**src/design/hpbl_pkg.sv**
```systemverilog
// Package for the haptic pulse budget limiter.
// Holds command, register and colour codes, reset values and the result word type.
// No dependencies.
package hpbl_pkg;

  localparam int QUADRANTS_DEF = 4;
  localparam int NFIELDS       = 4;   // intensity and duty ports on the top level

  localparam int ADDR_W = 4;
  localparam int DATA_W = 32;

  typedef enum logic [1:0] {
    CMD_TICK      = 2'd0,
    CMD_PULSE     = 2'd1,
    CMD_LINK_LOST = 2'd2,
    CMD_UNUSED    = 2'd3
  } cmd_t;

  typedef enum logic [1:0] {
    REG_MAX_PULSE  = 2'd0,
    REG_MAX_ON     = 2'd1,
    REG_MAX_DUTY   = 2'd2,
    REG_WINDOW     = 2'd3
  } reg_idx_t;

  typedef enum logic [1:0] {
    COL_CYAN      = 2'd0,
    COL_RED       = 2'd1,
    COL_GREEN     = 2'd2,
    COL_DARK_RED  = 2'd3
  } colour_t;

  localparam logic [15:0] MAX_PULSE_RST = 16'd200;
  localparam logic [15:0] MAX_ON_RST    = 16'd500;
  localparam logic [7:0]  MAX_DUTY_RST  = 8'd204;
  localparam logic [15:0] WINDOW_RST    = 16'd1000;

  typedef struct packed {
    logic [NFIELDS-1:0][7:0] duty;
    logic [NFIELDS-1:0]      refused;
    logic                    led_update;
    logic [1:0]              led_colour;
  } res_t;

endpackage

```
**src/design/haptic_pulse_budget_limiter.sv**
```systemverilog
// Haptic pulse budget limiter: top level with timer, budget guard and result buffer.
// Depends on hpbl_pkg.
//
//   channel | direction | handshake              | content
//   in_     | input     | in_valid / in_stall    | command, intensities, duration, flash
//   out_    | output    | out_valid / out_stall  | duties, refused mask, LED update/colour
//   cfg     | input     | APB psel/penable       | four limit registers, read back
//
// One word is accepted per cycle while in_stall is low; its result is registered in out_r.
// All state updates for a word happen at its accepting edge, in one pass of quadrant logic.
// A second result buffer holds a word while the output is stalled; in_stall rises only
// when that buffer is full.
// rst_n is synchronous; reset clears time, window, budgets, deadlines and duties and
// loads the default limits.
module haptic_pulse_budget_limiter #(
  parameter int QUADRANTS = hpbl_pkg::QUADRANTS_DEF
) (
  input  logic                        clk,
  input  logic                        rst_n,
  input  logic                        in_valid,
  output logic                        in_stall,
  input  logic [1:0]                  in_command,
  input  logic [7:0]                  in_intensity_q0,
  input  logic [7:0]                  in_intensity_q1,
  input  logic [7:0]                  in_intensity_q2,
  input  logic [7:0]                  in_intensity_q3,
  input  logic [15:0]                 in_duration_ms,
  input  logic                        in_flash_request,
  input  logic                        in_perfect_hit,
  input  logic                        in_error_hit,
  output logic                        out_valid,
  input  logic                        out_stall,
  output logic [7:0]                  out_duty_q0,
  output logic [7:0]                  out_duty_q1,
  output logic [7:0]                  out_duty_q2,
  output logic [7:0]                  out_duty_q3,
  output logic [3:0]                  out_refused_mask,
  output logic                        out_led_update,
  output logic [1:0]                  out_led_colour,
  input  logic                        psel,
  input  logic                        penable,
  input  logic                        pwrite,
  input  logic [hpbl_pkg::ADDR_W-1:0] paddr,
  input  logic [hpbl_pkg::DATA_W-1:0] pwdata,
  output logic [hpbl_pkg::DATA_W-1:0] prdata,
  output logic                        pready
);
  import hpbl_pkg::*;

  // limit registers
  logic [15:0] max_pulse_r;
  logic [15:0] max_on_r;
  logic [7:0]  max_duty_r;
  logic [15:0] window_r;

  // block state
  logic [31:0] time_now_r, time_now_nxt;
  logic [31:0] window_start_r, window_start_nxt;
  logic [15:0] used_r     [QUADRANTS];
  logic [15:0] used_nxt   [QUADRANTS];
  logic [31:0] deadline_r [QUADRANTS];
  logic [31:0] deadline_nxt [QUADRANTS];
  logic [QUADRANTS-1:0] active_r, active_nxt;
  logic [7:0]  duty_r     [QUADRANTS];
  logic [7:0]  duty_nxt   [QUADRANTS];

  // result buffers
  res_t out_r, skid_r, res_nxt;
  logic out_valid_r, skid_valid_r;
  logic [NFIELDS-1:0][7:0] res_duty;
  logic [NFIELDS-1:0]      res_refused;

  logic [7:0]  in_int_f [NFIELDS];
  logic [7:0]  inten    [QUADRANTS];
  logic [QUADRANTS-1:0] refused;
  logic        accept, pop;
  cmd_t        cmd;
  reg_idx_t    cfg_idx;
  logic        cfg_wr;

  logic [31:0] tick_time;
  logic [15:0] dur;
  logic [31:0] elapsed;
  logic [31:0] since;
  logic        any_pulse;
  logic        win_clear;
  logic [15:0] used_eff;
  logic [16:0] used_sum;

  assign accept   = in_valid && !in_stall;
  assign pop      = out_valid_r && !out_stall;
  assign in_stall = skid_valid_r;
  assign cmd      = cmd_t'(in_command);

  assign in_int_f[0] = in_intensity_q0;
  assign in_int_f[1] = in_intensity_q1;
  assign in_int_f[2] = in_intensity_q2;
  assign in_int_f[3] = in_intensity_q3;

  // quadrants beyond the intensity ports never fire
  for (genvar g = 0; g < QUADRANTS; g++) begin : g_inten
    if (g < NFIELDS) begin : g_port
      assign inten[g] = in_int_f[g];
    end else begin : g_zero
      assign inten[g] = 8'd0;
    end
  end

  // ---------------- configuration port ----------------
  assign pready  = 1'b1;
  assign cfg_idx = reg_idx_t'(paddr[3:2]);
  assign cfg_wr  = psel && penable && pwrite && pready;

  always_comb begin
    prdata = '0;
    unique case (cfg_idx)
      REG_MAX_PULSE: prdata = {16'd0, max_pulse_r};
      REG_MAX_ON:    prdata = {16'd0, max_on_r};
      REG_MAX_DUTY:  prdata = {24'd0, max_duty_r};
      REG_WINDOW:    prdata = {16'd0, window_r};
      default:       prdata = '0;
    endcase
  end

  always_ff @(posedge clk) begin
    if (!rst_n) begin
      max_pulse_r <= MAX_PULSE_RST;
      max_on_r    <= MAX_ON_RST;
      max_duty_r  <= MAX_DUTY_RST;
      window_r    <= WINDOW_RST;
    end else if (cfg_wr) begin
      unique case (cfg_idx)
        REG_MAX_PULSE: max_pulse_r <= pwdata[15:0];
        REG_MAX_ON:    max_on_r    <= pwdata[15:0];
        REG_MAX_DUTY:  max_duty_r  <= pwdata[7:0];
        REG_WINDOW:    window_r    <= pwdata[15:0];
        default: ;
      endcase
    end
  end

  // ---------------- per-word update ----------------
  assign tick_time = time_now_r + 32'd1;
  assign dur       = (in_duration_ms > max_pulse_r) ? max_pulse_r : in_duration_ms;
  assign elapsed   = time_now_r - window_start_r;

  always_comb begin
    any_pulse = 1'b0;
    for (int i = 0; i < QUADRANTS; i++) begin
      if (inten[i] != 8'd0) any_pulse = 1'b1;
    end
  end

  assign win_clear = any_pulse && (elapsed > {16'd0, window_r});

  always_comb begin
    time_now_nxt     = time_now_r;
    window_start_nxt = window_start_r;
    active_nxt       = active_r;
    refused          = '0;
    since            = '0;
    used_eff         = '0;
    used_sum         = '0;
    for (int i = 0; i < QUADRANTS; i++) begin
      used_nxt[i]     = used_r[i];
      deadline_nxt[i] = deadline_r[i];
      duty_nxt[i]     = duty_r[i];
    end

    unique case (cmd)
      CMD_TICK: begin
        time_now_nxt = tick_time;
        for (int i = 0; i < QUADRANTS; i++) begin
          since = tick_time - deadline_r[i];
          // deadline reached when the wrapped difference is non-negative
          if (active_r[i] && !since[31]) begin
            duty_nxt[i]   = 8'd0;
            active_nxt[i] = 1'b0;
          end
        end
      end
      CMD_PULSE: begin
        if (win_clear) window_start_nxt = time_now_r;
        for (int i = 0; i < QUADRANTS; i++) begin
          used_eff = win_clear ? 16'd0 : used_r[i];
          used_nxt[i] = used_eff;
          used_sum = {1'b0, used_eff} + {1'b0, dur};
          if (inten[i] != 8'd0) begin
            if (used_sum > {1'b0, max_on_r}) begin
              refused[i] = 1'b1;
            end else begin
              duty_nxt[i]     = (inten[i] < max_duty_r) ? inten[i] : max_duty_r;
              deadline_nxt[i] = time_now_r + {16'd0, dur};
              used_nxt[i]     = used_sum[15:0];
              active_nxt[i]   = 1'b1;
            end
          end
        end
      end
      CMD_LINK_LOST: begin
        for (int i = 0; i < QUADRANTS; i++) begin
          duty_nxt[i] = 8'd0;
        end
        active_nxt = '0;
      end
      default: ;
    endcase
  end

  // result word built from the updated duties
  for (genvar f = 0; f < NFIELDS; f++) begin : g_res
    if (f < QUADRANTS) begin : g_live
      assign res_duty[f]    = duty_nxt[f];
      assign res_refused[f] = refused[f];
    end else begin : g_absent
      assign res_duty[f]    = 8'd0;
      assign res_refused[f] = 1'b0;
    end
  end

  always_comb begin
    res_nxt.duty       = res_duty;
    res_nxt.refused    = res_refused;
    res_nxt.led_update = 1'b0;
    res_nxt.led_colour = COL_CYAN;
    unique case (cmd)
      CMD_PULSE: begin
        if (in_flash_request) begin
          res_nxt.led_update = 1'b1;
          priority if (in_perfect_hit) res_nxt.led_colour = COL_CYAN;
          else if (in_error_hit)       res_nxt.led_colour = COL_RED;
          else                         res_nxt.led_colour = COL_GREEN;
        end
      end
      CMD_LINK_LOST: begin
        res_nxt.led_update = 1'b1;
        res_nxt.led_colour = COL_DARK_RED;
      end
      default: ;
    endcase
  end

  always_ff @(posedge clk) begin
    if (!rst_n) begin
      time_now_r     <= '0;
      window_start_r <= '0;
      active_r       <= '0;
      for (int i = 0; i < QUADRANTS; i++) begin
        used_r[i]     <= '0;
        deadline_r[i] <= '0;
        duty_r[i]     <= '0;
      end
    end else if (accept) begin
      time_now_r     <= time_now_nxt;
      window_start_r <= window_start_nxt;
      active_r       <= active_nxt;
      for (int i = 0; i < QUADRANTS; i++) begin
        used_r[i]     <= used_nxt[i];
        deadline_r[i] <= deadline_nxt[i];
        duty_r[i]     <= duty_nxt[i];
      end
    end
  end

  // ---------------- output register and skid buffer ----------------
  always_ff @(posedge clk) begin
    if (!rst_n) begin
      out_valid_r  <= 1'b0;
      skid_valid_r <= 1'b0;
    end else if (skid_valid_r) begin
      // drain the held word first; input is stalled meanwhile
      if (pop) begin
        out_r        <= skid_r;
        skid_valid_r <= 1'b0;
      end
    end else if (accept) begin
      if (!out_valid_r || pop) begin
        out_r       <= res_nxt;
        out_valid_r <= 1'b1;
      end else begin
        skid_r       <= res_nxt;
        skid_valid_r <= 1'b1;
      end
    end else if (pop) begin
      out_valid_r <= 1'b0;
    end
  end

  assign out_valid        = out_valid_r;
  assign out_duty_q0      = out_r.duty[0];
  assign out_duty_q1      = out_r.duty[1];
  assign out_duty_q2      = out_r.duty[2];
  assign out_duty_q3      = out_r.duty[3];
  assign out_refused_mask = out_r.refused;
  assign out_led_update   = out_r.led_update;
  assign out_led_colour   = out_r.led_colour;

endmodule
```
**config.mk**
```make
export PLATFORM = sky130hd
export DESIGN_NAME = haptic_pulse_budget_limiter
export DESIGN_NICKNAME = d
export VERILOG_FILES = /design/src/design/hpbl_pkg.sv /design/src/design/haptic_pulse_budget_limiter.sv
export SDC_FILE = /design/constraint.sdc
export NUM_CORES = 1
export LEC_CHECK = 0
export BUFFER_PORTS_ARGS = -buffer_cell sky130_fd_sc_hd__buf_2
export CAP_MARGIN = 20
export CORE_ASPECT_RATIO = 0.75
export CORE_UTILIZATION = 57
export CTS_BUF_LIST = sky130_fd_sc_hd__clkbuf_4 sky130_fd_sc_hd__clkbuf_8 sky130_fd_sc_hd__clkbuf_16
export DETAILED_ROUTE_END_ITERATION = 7
export PLACE_DENSITY = 0.78
export SLEW_MARGIN = 5
export SYNTH_ARGS = -nofsm -noshare
export SYNTH_HDL_FRONTEND = slang
export SYNTH_SLANG_ARGS = --single-unit
```
**constraint.sdc**
```tcl
create_clock -name clk -period 11.3 [get_ports clk]
set_input_delay 1.13 -clock clk [delete_from_list [all_inputs] [get_ports clk]]
set_output_delay 1.13 -clock clk [all_outputs]
set_load 0.01 [all_outputs]
```
==> flow_metrics.env <==
export IMPL_async_flop_share_pct=0
export IMPL_hold_path_endpoint="max_on_r[14]"
export IMPL_synth_area_um2=30700
export IMPL_worst_slew_pin_slew_ns=1.07
export IMPL_row_count=73
export IMPL_hold_path_startpoint="max_on_r[14]"
export IMPL_synth_top_area_share_pct=29.5
export IMPL_die_area_um2=54800
export IMPL_crit_slowest_cell="dfxtp_1"
export IMPL_slew_violations=0
export IMPL_r2r_start="time_now_r[0]"
export IMPL_hold_viol_final=0
export IMPL_r2r_end="out_duty_q3[3]"
export IMPL_p_sw_share_pct=33.2
export IMPL_yosys_warnings=0
export IMPL_cp_end_kind="flop"
export IMPL_slew_headroom_pct=27.0
export IMPL_initial_core_util_pct=57.9
export IMPL_cts_buffers=45
export IMPL_finalNetCount=3808
export IMPL_grt_pass1_wl_um=132000
export IMPL_grt_use_total_pct=30.4
export IMPL_htree_levels=2
export IMPL_drive_gt1_share_pct=10.9
export IMPL_io_pins=170
export IMPL_overflow=0
export IMPL_cts_sinks=428
export IMPL_cts_tree="yes"
export IMPL_synthCells=3266
export IMPL_hp_class="flop to flop"
export IMPL_drc=0
export IMPL_final_common_cell="ha_1"
export IMPL_p_sw_uw=1590
export IMPL_status="finished clean"
export IMPL_drtIter0Drc=2461
export IMPL_setup_tns_ns=0
export IMPL_areaGrowthSynthToFinish_pct=9.58
export IMPL_synth_seq_cells=428
export IMPL_hpwl_um=62400
export IMPL_cts_max_path_buffers=3
export IMPL_avgViaCountPerCell=6.18
export IMPL_setup_violations=0
export IMPL_worst_r2r_setup_slack_ns=0.61
export IMPL_routed_wl_um=85000
export IMPL_max_freq_mhz=93.6
export IMPL_drv_cap=0
export IMPL_cp_depth=44
export IMPL_p_leak_uw=0.0142
export IMPL_synth_area_leaders="edfxtp_1 30%, ha_1 15%, dfxtp_1 8.2%"
export IMPL_wl_per_cell_um=20.8
export IMPL_min_period_ns=10.69
export IMPL_critPathKind="flop to flop"
export IMPL_via_count=25300
export IMPL_critical_path_required_ns=11.68
export IMPL_syn_avg_cell_area_um2=9.40
export IMPL_coreArea_um2=53100
export IMPL_hold_path_depth=2
export IMPL_insertion_delay_ns=0.61
export IMPL_critPathBufInv=5
export IMPL_crit_path_max_fanout=84
export IMPL_die_height_um=203
export IMPL_final_core_util_pct=63.4
export IMPL_cts_root_buf="clkbuf_16"
export IMPL_power_uw=4790
export IMPL_yosysTopAreaCell="edfxtp_1"
export IMPL_postCtsHoldBufs=0
export IMPL_critPathTopFamily="compound AO/OA/AOI/OAI gates"
export IMPL_drtPass1Iterations=5
export IMPL_final_cell_mix="360 x ha_1, 342 x nand2_1, 302 x edfxtp_1, 278 x inv_1, 228 x a21oi_1"
export IMPL_fin_skew_ns=0.0259
export IMPL_yosysUniqueCellTypes=94
export IMPL_r2r_cells=44
export IMPL_clk_pin_slew_ns=0.06
export IMPL_pwr_share_comb_pct=29.3
export IMPL_gp_congestion=0.966
export IMPL_port_buffers=134
export IMPL_synth_edff_count=302
export IMPL_ant_nets=0
export IMPL_cp_arrival_ns=11.07
export IMPL_antenna_found_initial=0
export IMPL_peakVddDrop_mv=0.119
export IMPL_ys_seq_area_share_pct=37.7
export IMPL_die_w_um=270
export IMPL_p_seq_share_pct=38.5
export IMPL_power_internal_uw=3200
export IMPL_fin_crit_sh_pct=94.6
export IMPL_grt_pass1_vias=23800
export IMPL_p_per_area_nw_per_um2=142
export IMPL_n_antenna_cell=0
export IMPL_grt_max_degree=85
export IMPL_max_stage_delay_ns=0.52
export IMPL_ys_flop_type="edfxtp_1"
export IMPL_clkPwrFrac_pct=32.2
export IMPL_critPathLaunchType="flop"
-- stage by stage --
| step | std cells | worst slack, ns | hold slack, ns | cell area, um2 |
|---|---|---|---|---|
| after floorplan | 3281 | 0.244 | 0.435 | 30800 |
| after global placement | 4004 | 0.795 | 0.443 | 32000 |
| after detailed placement | 4005 | 0.741 | 0.446 | 32000 |
| after CTS | 4088 | 0.645 | 0.454 | 33600 |
| after global routing | 4094 | -0.0380 | 0.470 | 33700 |
| final | 4094 | 0.614 | 0.457 | 33700 |
-- worst reg2reg max path, delay by kind of cell, from the launching register on --
kind                     cells  cell delay, ns
AND/OR/NAND/NOR              9            2.05
buffers and inverters        5            1.16
adder cells (fa/ha/maj)      6            1.87
XOR/XNOR                     2            0.33
flip-flops                   1            0.52
AO/OA/AOI/OAI               22            4.54
-- synth_stat cells (46+ instances only) --
cell type,n
a21o_1,82
a21oi_1,229
and2_1,104
clkbuf_1,95
dfxtp_1,126
edfxtp_1,302
ha_1,360
inv_1,278
mux2_2,55
mux2i_1,66
nand2_1,344
nand3_1,84
nand4_1,67
nor2_1,179
nor3_1,56
o211ai_1,46
o21ai_0,112
xnor2_1,89
xor2_1,55
-- worst max-delay path by stage --
stage                              from  slack (ns)               end
after floorplan           time_now_r[0]        0.24  deadline_r[1][0]
after global placement    time_now_r[0]        0.80    out_duty_q1[2]
after detailed placement  time_now_r[0]        0.74    out_duty_q1[2]
after CTS                 time_now_r[0]        0.64    out_duty_q1[2]
after global routing      time_now_r[0]       -0.04    out_duty_q2[4]
final                     time_now_r[0]        0.61    out_duty_q3[3]
-- power groups by stage --
| stage | registers [uW] | logic [uW] | clock network, uW |
|---|---|---|---|
| 6_report | 1840 | 1400 | 1540 |
| 3_3_place_gp | 1870 | 1290 | 0 |
| 4_1_cts | 1840 | 1350 | 1560 |
| 5_1_grt | 1850 | 1530 | 1620 |
| 2_1_floorplan | 1870 | 945 | 0 |
| 3_5_place_dp | 1870 | 1340 | 0 |
-- metal layers --
layer / track usage (%) / vias up / share of wire (%)
met1: 42.5 / 12000 / 43
li1: - / 12000 / -
met4: 11.3 / 0 / 3.4
met5: 0 / - / 0
met2: 47.0 / 1123 / 44
met3: 5.57 / 173 / 9.8
-- final cells by class --
cell class / count / area, um2
clock buffer: 66 / 1400
clock inverter: 17 / 143
fill: 4224 / 19400
inverter: 280 / 1050
multi-input combinational: 2417 / 17500
sequential: 428 / 11600
tap: 712 / 891
timing repair buffer: 174 / 1080
-- flip-flops by register name, indices dropped and copies added, names as in the netlist, 2 cells and up --
signal / flops
max_on_r: 16
out_duty_q1: 8
window_start_r: 32
max_pulse_r: 16
time_now_r: 32
skid_r: 39
out_duty_q2: 8
active_r: 4
deadline_r: 128
out_duty_q3: 8
out_refused_mask: 4
duty_r: 32
out_duty_q0: 8
max_duty_r: 8
window_r: 16
used_r: 64
out_led_colour: 2
-- what timing repair did --
action | 4_1_cts | 5_1_grt
setup buffers | 0 | 4
endpoints found under the setup margin | 0 | 152
resized for setup | 0 | 7
-- cells by family (layout without fill, tap and decap cells) --
logic type / Yosys count / in the layout / synth area share (%)
buf+inv: 436 / 537 / 5.85
simple gates: 1005 / 1005 / 15.9
xor+xnor: 145 / 145 / 4.16
fa+ha+maj: 366 / 366 / 15.1
mux: 129 / 129 / 4.75
compound gates: 755 / 755 / 16.5
other cells: 2 / 17 / 0.0245
flops: 428 / 428 / 37.7
No activity file was read; power rests on OpenSTA's default activity.
